===== src/rtl/lkvc_pkg.sv =====
// lkvc_pkg: shared constants and codes for the lru key-value cache
// no dependencies; imported by lru_key_value_cache
package lkvc_pkg;

   // default sizing of the entry store
   localparam int ENTRIES_DEFAULT   = 16;
   localparam int KEY_BITS_DEFAULT  = 32;
   localparam int DATA_BITS_DEFAULT = 32;

   // fixed widths of the port fields
   localparam int KEY_PORT_W  = 32;
   localparam int DATA_PORT_W = 32;
   localparam int CAP_W       = 5;

   // capacity register value after reset
   localparam logic [CAP_W-1:0] CAP_RESET = 5'd16;

   // request commands
   typedef enum logic [0:0] {
      CMD_GET = 1'b0,
      CMD_PUT = 1'b1
   } cmd_type;

endpackage


===== src/rtl/lru_key_value_cache.sv =====
// lru_key_value_cache: fully associative key-value cache with lru replacement
// depends on lkvc_pkg (widths, reset capacity, command codes)
//
//   channel   handshake                  beat
//   -------   ------------------------   -----------------------------------------
//   request   start & !busy              req_command, req_lookup_key, req_write_value
//   response  rsp_strobe (one cycle)     rsp_found, rsp_read_value, rsp_evicted
//   csr       csr_valid & csr_ready      csr_capacity_limit
//
// one request per clock while busy is low; the response beat passes the input
// register, then the parallel key compare and rank update into the response
// register. the compare over all entries sets the rate.
// synchronous reset clears the valid marks and occupancy and loads capacity 16;
// busy is set during reset and cleared once reset is released; csr_ready is its inverse.
// the receiver cannot stall: every response is shown for exactly one cycle.
module lru_key_value_cache
   import lkvc_pkg::*;
#(
   parameter int ENTRIES   = ENTRIES_DEFAULT,
   parameter int KEY_BITS  = KEY_BITS_DEFAULT,
   parameter int DATA_BITS = DATA_BITS_DEFAULT
) (
   input  logic                   clock,
   input  logic                   reset,
   // request
   input  logic                   start,
   output logic                   busy,
   input  cmd_type                req_command,
   input  logic [KEY_PORT_W-1:0]  req_lookup_key,
   input  logic [DATA_PORT_W-1:0] req_write_value,
   // response
   output logic                   rsp_strobe,
   output logic                   rsp_found,
   output logic [DATA_PORT_W-1:0] rsp_read_value,
   output logic                   rsp_evicted,
   // capacity register
   input  logic                   csr_valid,
   output logic                   csr_ready,
   input  logic [CAP_W-1:0]       csr_capacity_limit
);

   localparam int OCC_W  = $clog2(ENTRIES + 1);
   localparam int RANK_W = (ENTRIES > 1) ? $clog2(ENTRIES) : 1;
   localparam int CMP_W  = (OCC_W > CAP_W) ? OCC_W : CAP_W;

   // control registers
   logic                 busy_ff;
   logic [CAP_W-1:0]     cap_ff,  cap_in;
   logic                 req_valid_ff;
   logic                 rsp_strobe_ff;
   logic [ENTRIES-1:0]   valid_ff, valid_in;
   logic [OCC_W-1:0]     occ_ff,   occ_in;

   // request register
   cmd_type              req_cmd_ff;
   logic [KEY_BITS-1:0]  req_key_ff;
   logic [DATA_BITS-1:0] req_data_ff;

   // entry store
   logic [KEY_BITS-1:0]  key_ff  [ENTRIES];
   logic [KEY_BITS-1:0]  key_in  [ENTRIES];
   logic [DATA_BITS-1:0] data_ff [ENTRIES];
   logic [DATA_BITS-1:0] data_in [ENTRIES];
   logic [RANK_W-1:0]    rank_ff [ENTRIES];
   logic [RANK_W-1:0]    rank_in [ENTRIES];

   // response register
   logic                   rsp_found_ff,   rsp_found_in;
   logic [DATA_PORT_W-1:0] rsp_value_ff,   rsp_value_in;
   logic                   rsp_evicted_ff, rsp_evicted_in;

   // lookup and replacement decode
   logic [ENTRIES-1:0]   hit_vec, hit_first, free_first, victim_vec, target_vec;
   logic                 any_hit, room, is_put, touch, do_insert, do_evict;
   logic [DATA_BITS-1:0] hit_data;
   logic [RANK_W-1:0]    hit_rank;
   logic [OCC_W-1:0]     age_limit;
   logic [CMP_W-1:0]     cap_eff;

   assign busy       = busy_ff;
   assign csr_ready  = !busy_ff;
   assign rsp_strobe = rsp_strobe_ff;
   assign rsp_found  = rsp_found_ff;
   assign rsp_read_value = rsp_value_ff;
   assign rsp_evicted    = rsp_evicted_ff;

   // capacity register write
   assign cap_in = (csr_valid && csr_ready) ? csr_capacity_limit : cap_ff;

   // parallel compare, free slot and lru victim
   always_comb begin
      hit_data = '0;
      hit_rank = '0;
      for (int j = 0; j < ENTRIES; j++) begin
         hit_vec[j]    = valid_ff[j] && (key_ff[j] == req_key_ff);
         victim_vec[j] = valid_ff[j] && (OCC_W'(rank_ff[j]) == (occ_ff - OCC_W'(1)));
      end
      hit_first  = hit_vec & (~hit_vec + ENTRIES'(1));
      free_first = ~valid_ff & (valid_ff + ENTRIES'(1));
      for (int j = 0; j < ENTRIES; j++) begin
         if (hit_first[j]) begin
            hit_data = hit_data | data_ff[j];
            hit_rank = hit_rank | rank_ff[j];
         end
      end
      any_hit = |hit_vec;

      // effective capacity clamped to one .. ENTRIES
      cap_eff = (cap_ff == '0) ? CMP_W'(1) : CMP_W'(cap_ff);
      room    = (CMP_W'(occ_ff) < cap_eff) && (occ_ff < OCC_W'(ENTRIES));

      is_put    = (req_cmd_ff == CMD_PUT);
      touch     = req_valid_ff && (any_hit || is_put);
      do_insert = req_valid_ff && is_put && !any_hit && room;
      do_evict  = req_valid_ff && is_put && !any_hit && !room;

      // target entry and the rank below which entries age by one
      if (any_hit) begin
         target_vec = hit_first;
         age_limit  = OCC_W'(hit_rank);
      end else if (room) begin
         target_vec = free_first;
         age_limit  = occ_ff;
      end else begin
         target_vec = victim_vec;
         age_limit  = occ_ff - OCC_W'(1);
      end
   end

   // next entry state
   always_comb begin
      valid_in = valid_ff;
      occ_in   = occ_ff;
      for (int j = 0; j < ENTRIES; j++) begin
         key_in[j]  = key_ff[j];
         data_in[j] = data_ff[j];
         rank_in[j] = rank_ff[j];
         if (touch) begin
            if (target_vec[j]) begin
               rank_in[j] = '0;
            end else if (valid_ff[j] && (OCC_W'(rank_ff[j]) < age_limit)) begin
               rank_in[j] = rank_ff[j] + RANK_W'(1);
            end
         end
         if (req_valid_ff && is_put && target_vec[j]) begin
            data_in[j] = req_data_ff;
            if (!any_hit) begin
               key_in[j] = req_key_ff;
            end
         end
      end
      if (do_insert) begin
         valid_in = valid_ff | target_vec;
         occ_in   = occ_ff + OCC_W'(1);
      end
   end

   // response beat
   always_comb begin
      rsp_found_in   = any_hit;
      rsp_evicted_in = do_evict;
      if (any_hit && !is_put) begin
         rsp_value_in = DATA_PORT_W'({{DATA_PORT_W{1'b0}}, hit_data});
      end else begin
         rsp_value_in = '0;
      end
   end

   // control state
   always_ff @(posedge clock) begin
      if (reset) begin
         busy_ff       <= 1'b1;
         cap_ff        <= CAP_RESET;
         req_valid_ff  <= 1'b0;
         rsp_strobe_ff <= 1'b0;
         valid_ff      <= '0;
         occ_ff        <= '0;
      end else begin
         busy_ff       <= 1'b0;
         cap_ff        <= cap_in;
         req_valid_ff  <= start && !busy_ff;
         rsp_strobe_ff <= req_valid_ff;
         valid_ff      <= valid_in;
         occ_ff        <= occ_in;
      end
   end

   // request and response payload, entry store
   always_ff @(posedge clock) begin
      req_cmd_ff     <= req_command;
      req_key_ff     <= KEY_BITS'({{KEY_BITS{1'b0}}, req_lookup_key});
      req_data_ff    <= DATA_BITS'({{DATA_BITS{1'b0}}, req_write_value});
      rsp_found_ff   <= rsp_found_in;
      rsp_value_ff   <= rsp_value_in;
      rsp_evicted_ff <= rsp_evicted_in;
      for (int j = 0; j < ENTRIES; j++) begin
         key_ff[j]  <= key_in[j];
         data_ff[j] <= data_in[j];
         rank_ff[j] <= rank_in[j];
      end
   end

endmodule


===== config.mk =====
export PLATFORM = sky130hd
export DESIGN_NAME = lru_key_value_cache
export DESIGN_NICKNAME = d
export VERILOG_FILES = /design/src/rtl/lkvc_pkg.sv /design/src/rtl/lru_key_value_cache.sv
export SDC_FILE = /design/constraint.sdc
export NUM_CORES = 2
export LEC_CHECK = 0
export BUFFER_PORTS_ARGS = -buffer_cell sky130_fd_sc_hd__buf_2
export CORE_AREA = 4 4 319 321
export DETAILED_ROUTE_END_ITERATION = 10
export DIE_AREA = 0 0 323 325
export MAX_ROUTING_LAYER = met4
export PLACE_DENSITY = 0.66
export SYNTH_ARGS = -nofsm -noshare
export SYNTH_HDL_FRONTEND = slang
export SYNTH_SLANG_ARGS = --single-unit

===== constraint.sdc =====
create_clock -name clock -period 6.6 [get_ports clock]
set_input_delay 0.33 -clock clock [delete_from_list [all_inputs] [get_ports clock]]
set_output_delay 0.33 -clock clock [all_outputs]
set_load 0.02 [all_outputs]

# After elaboration in Yosys (flattened, before gate mapping)

Memories as Yosys holds them, arrays and structs flattened.
Index checks and enable logic that the tools add are counted.
Widths: inputs -> output; s select.

Output and inout port bits: 37
Memories kept: 3
Register bits: 128
Logic and storage cells: 334
Bits in writable memories: 1088

Bitwise operators: 35
Multiplexer cells: 134
Add/sub/neg operators: 20
Order comparisons: 18
Reductions and logical operators: 80
Equality and inequality tests: 32

Memories:

| memory  | depth | width | read ports | clocked after Yosys merged registers in | write ports | RTL line                  | RTL |
|---|---|---|---|---|---|---|---|
| data_ff | 16    | 32    | 16         | 0                                       | 16          | lru_key_value_cache.sv:62 | `logic [DATA_BITS-1:0] data_ff [ENTRIES];` |
| key_ff  | 16    | 32    | 16         | 0                                       | 16          | lru_key_value_cache.sv:60 | `logic [KEY_BITS-1:0] key_ff [ENTRIES];` |
| rank_ff | 16    | 4     | 16         | 0                                       | 16          | lru_key_value_cache.sv:64 | `logic [RANK_W-1:0] rank_ff [ENTRIES];` |

Operators with widths:

| cell                  | number |
|---|---|
| $mux 32               | 64 |
| $eq 32x32->1          | 16 |
| $or 32x32->32         | 15 |
| $mux 4                | 64 |
| $eq 4x5->1            | 16 |
| $lt 4x5->1            | 16 |
| $logic_and 1x1->1     | 73 |
| $add 4x1->4 const B   | 16 |
| $or 4x4->4            | 15 |
| $add 16x1->16 const B | 2 |
| $and 16x16->16        | 2 |
| $mux 16               | 2 |
| $not 16->16           | 2 |
| $or 16x16->16         | 1 |
| $reduce_or 16->1      | 1 |
| $mux 5                | 3 |
| $add 5x1->5 const B   | 1 |
| $logic_not 5->1       | 1 |
| $lt 5x5->1            | 1 |
| $lt 5x5->1 const B    | 1 |
| $sub 5x1->5 const B   | 1 |
| $logic_not 1->1       | 4 |
| $logic_or 1x1->1      | 1 |
| $mux 1                | 1 |

# Depth between registers and ports, before layout

Depth after elaboration: 42
Depth in mapped cells: 20
Gate-level depth less buffers: 16

# Worst setup path before layout

OpenSTA, ideal clock, no wires.

Path type: reg2reg
From: reg req_key_ff[9] (netlist name)
To: mem rank_ff[0][28] in the netlist's numbering (enable)
Setup time: 0.339 ns
Stages on the path, launching flop included: 18
Slack: 1.031 ns
Arrival: 5.230 ns
Cell sequence: dfxtp_1 -> buf_2 -> buf_4 -> xor2_1 -> nor4_1 -> nand4_1 -> or4_4 -> nand4b_2 -> nor4bb_1 -> clkbuf_1 -> a22o_1 -> a221oi_1 -> nand4_1 -> o21ai_0 -> ha_1 -> nor2b_1 -> or4_1 -> a21oi_1

RTL lines:

| element       | RTL line |
|---|---|
| end, declared | lru_key_value_cache.sv:64 |

==> impl_metrics.yaml <==
worst_setup_path:
  r2r-start: "req_key_ff[21]$_DFF_P_"
  critPathArrivalTime_ps: 6570
  critPathCaptureType: "flop"
  required_ps: 6950
  worstPathMaxFanout: 16
  cp_slowest_stage_delay_ps: 780
  cp_common_cell: "o21a_1"
  cp_cell_sequence: "xor2_1 > nor4_1 > nand4_1 > or4_4 > nand4b_2 > buf_4 > nor4_4 > and2_2 > a222oi_1 > a21o_1 > ha_1 > o21a_1 > o21a_1 > o21ai_0 > nor2_1 > a21oi_1"
  worst-r2r-cell-count: 16
  cp-start-kind: "flop"
  critical-path-slowest-cell: "a21o_1"
  r2r_setup_slack_ps: 380
  r2r_end: "rank_ff[0][10]$_SDFFCE_PP0P_"
  crit_type: "flop to flop"
power:
  ir_drop_uv: 232.1
  p_per_area_nw_per_um2: 281.0
  leakage_nw: 18.76
  total_power_mw: 15.87
timing:
  rsz0062_at_grt: "no"
  period_share: 0.9417
  slew_headroom: 0.1415
  worst_pin_slew_ps: 1288
  finalCriticalPeriod_ps: 6215
  finalSetupTns_ps: 0
  drv_slew: 0
  hold_viol_final: 0
  finalClockSkew_ps: 24.68
  setup_viol: 0
  fmax_mhz: 160.9
  hold_slack_ps: 162.3
clock_network:
  cts_root_buf: "clkbuf_16"
  insertion_delay_ps: 710
  numCtsBuffers: 119
  h-tree-depth: 3
  post_cts_buffers: 0
  cts_sinks: 1216
  ctsHoldBuffers: 71
  clk_pin_slew_ps: 60
  cts_resized: 0
  clockBufferDepth: 3
  tritoncts: "yes"
final_layout:
  syn2layout_area_growth_pct: 14.74
  layout-drive-gt1-share: 0.1481
  antennaDiodeCount: 0
  final_common_cell: "edfxtp_1"
  multi_input_area_um2: 13160
  fillers: 7674
  final_cell_mix: "edfxtp_1 (1088), xor2_1 (389), xnor2_1 (222)"
  final_nets: 3590
  regArea_um2: 35270
yosys:
  synthCells: 3181
  synth_edf_count: 1088
  ys_types: 72
  synth_nets: 3325
  synth_seq_cells: 1216
  syn_avg_cell_area_um2: 15.48
  ys_async_sr_fraction: 0
  synth-seq-area-share: 0.7156
  synth_area_um2: 49230
  yosys_warnings: 0
  synth_top_flop_cell: "edfxtp_1"
route:
  drc: 0
  postRouteAntennaNets: 0
  finalWirelength_um: 128200
  vias_per_cell: 5.956
  dr.pass1.iters: 9
  vias: 28890
  wire_per_inst_um: 26.43
  drt_iter0_markers: 3133
worst_hold_path:
  worstHoldEndpoint: "busy$_DFF_P_"
  hp-class: "input pin to flop"
  min_from: "reset"
  hold_depth: 1
place:
  place.gp.congestion: 0.9452
  dp_hpwl_um: 79340
  port_buffers: 110
grt:
  grt_pass1_wl_um: 188600
  antenna_found_initial: 1
  grt_overflow: 0
  grt_max_degree: 73
  grt_usage: 0.2485
  grt_pass1_vias: 28990
floorplan:
  rows: 116
  die_area_um2: 105000
  die_w_um: 323
  start_util: 0.4959
  die_h_um: 325
  ios: 111
  core_um2: 99280
run:
  maxCapViolations: 0
run_status:
  outcome: "finished, final reports clean"
-- cell usage after synthesis, types with 4 or more instances --
library cell | instances | share of area
a22oi_1 | 64 | 0.0098
a221o_1 | 4 | 0.00081
nand3_1 | 92 | 0.0094
a41oi_1 | 35 | 0.0062
o21a_1 | 22 | 0.0034
clkbuf_1 | 73 | 0.0056
nor4_1 | 96 | 0.012
o21ai_0 | 33 | 0.0034
a21oi_1 | 99 | 0.010
inv_1 | 37 | 0.0028
nand4_1 | 68 | 0.0086
a221oi_1 | 66 | 0.012
nor3_1 | 35 | 0.0036
a222oi_1 | 70 | 0.014
buf_2 | 28 | 0.0028
or4_1 | 23 | 0.0035
xnor2_1 | 223 | 0.040
and3_1 | 20 | 0.0025
edfxtp_1 | 1088 | 0.66
buf_6 | 8 | 0.0018
buf_1 | 13 | 0.00099
nor2b_1 | 23 | 0.0029
buf_4 | 39 | 0.0059
nor3b_1 | 6 | 0.00091
nor2_1 | 134 | 0.010
xor2_1 | 390 | 0.069
o21ai_1 | 4 | 0.00041
and4_1 | 5 | 0.00089
nand2_1 | 96 | 0.0073
nand2b_1 | 13 | 0.0017
and2_1 | 5 | 0.00064
a21o_1 | 9 | 0.0014
dfxtp_1 | 128 | 0.052
ha_1 | 70 | 0.018
-- registers in the layout, summed over array words and instances (netlist names), 5 cells and up --
signal,cells
cap_ff,5
data_ff,512
key_ff,512
occ_ff,5
rank_ff,64
req_data_ff,32
req_key_ff,32
rsp_read_value,32
valid_ff,16
-- critical path, delay by kind of cell (launching register included) --
kind / cells / cell delay, ps
buffers and inverters: 1 / 220
adders and majority gates: 1 / 370
DFF: 1 / 740
and+or+nand+nor: 7 / 2120
xor gates and xnor gates: 1 / 170
AOI/OAI and AO/OA: 6 / 2170
-- cells by family after synthesis --
logic type                 share of synthesized area
AOI/OAI and AO/OA                            0.06788
xor gates and xnor gates                      0.1090
adders and majority gates                    0.01779
buffers and inverters                        0.02056
DFF                                           0.7156
muxes                                       0.001093
and+or+nand+nor                              0.06801
-- worst max-delay path by stage --
stage | start | end | cells after the start | slack, ps
after floorplan | req_key_ff[9]$_DFF_P_ | rank_ff[0][28]$_SDFFCE_PP0P_ | 17 | 1030
after global placement | req_key_ff[20]$_DFF_P_ | rank_ff[0][29]$_SDFFCE_PP0P_ | 16 | 500
after detailed placement | req_key_ff[21]$_DFF_P_ | rank_ff[1][29]$_SDFFCE_PP0P_ | 16 | 510
after CTS | req_key_ff[21]$_DFF_P_ | rank_ff[1][7]$_SDFFCE_PP0P_ | 16 | 460
after global routing | req_key_ff[17]$_DFF_P_ | rank_ff[1][7]$_SDFFCE_PP0P_ | 16 | 50
final | req_key_ff[21]$_DFF_P_ | rank_ff[0][10]$_SDFFCE_PP0P_ | 16 | 380
-- cell type report --
type	instances	area share
clock buffers	157	0.05825
flip-flops and latches	1216	0.6244
inverters	39	0.002591
well taps	1298	0.02875
multi-input cells	1764	0.2330
repair buffers	306	0.04049
clock inverters	70	0.01249
-- where the power goes --
group / internal [mW] / switching (mW) / total (mW) / leakage (nW)
clock: 3.95 / 2.89 / 6.84 / 1.96
combinational: 0.212 / 0.306 / 0.519 / 5.96
sequential: 8.40 / 0.109 / 8.51 / 10.8
-- routing by layer --
layer	vias up	GRT usage	wire, um
li1	12730	-	-
met1	14590	0.3199	51450
met2	1273	0.4040	63170
met3	291	0.03521	8494
met4	0	0.09354	5061
met5	-	-	0
-- stage by stage --
| stage | util | cells | area (um^2) | setup WS [ps] |
|---|---|---|---|---|
| global route | 0.5690 | 4850 | 56490 | 47.69 |
| detailed placement | 0.5216 | 4552 | 51780 | 510.9 |
| floorplan | - | 3181 | 49230 | 1031 |
| CTS | 0.5690 | 4850 | 56490 | 455.9 |
| finish | 0.5690 | 4850 | 56490 | 384.6 |
| global placement | 0.5216 | 4552 | 51780 | 502.0 |
Note: power is estimated with default switching activity, not from simulation.
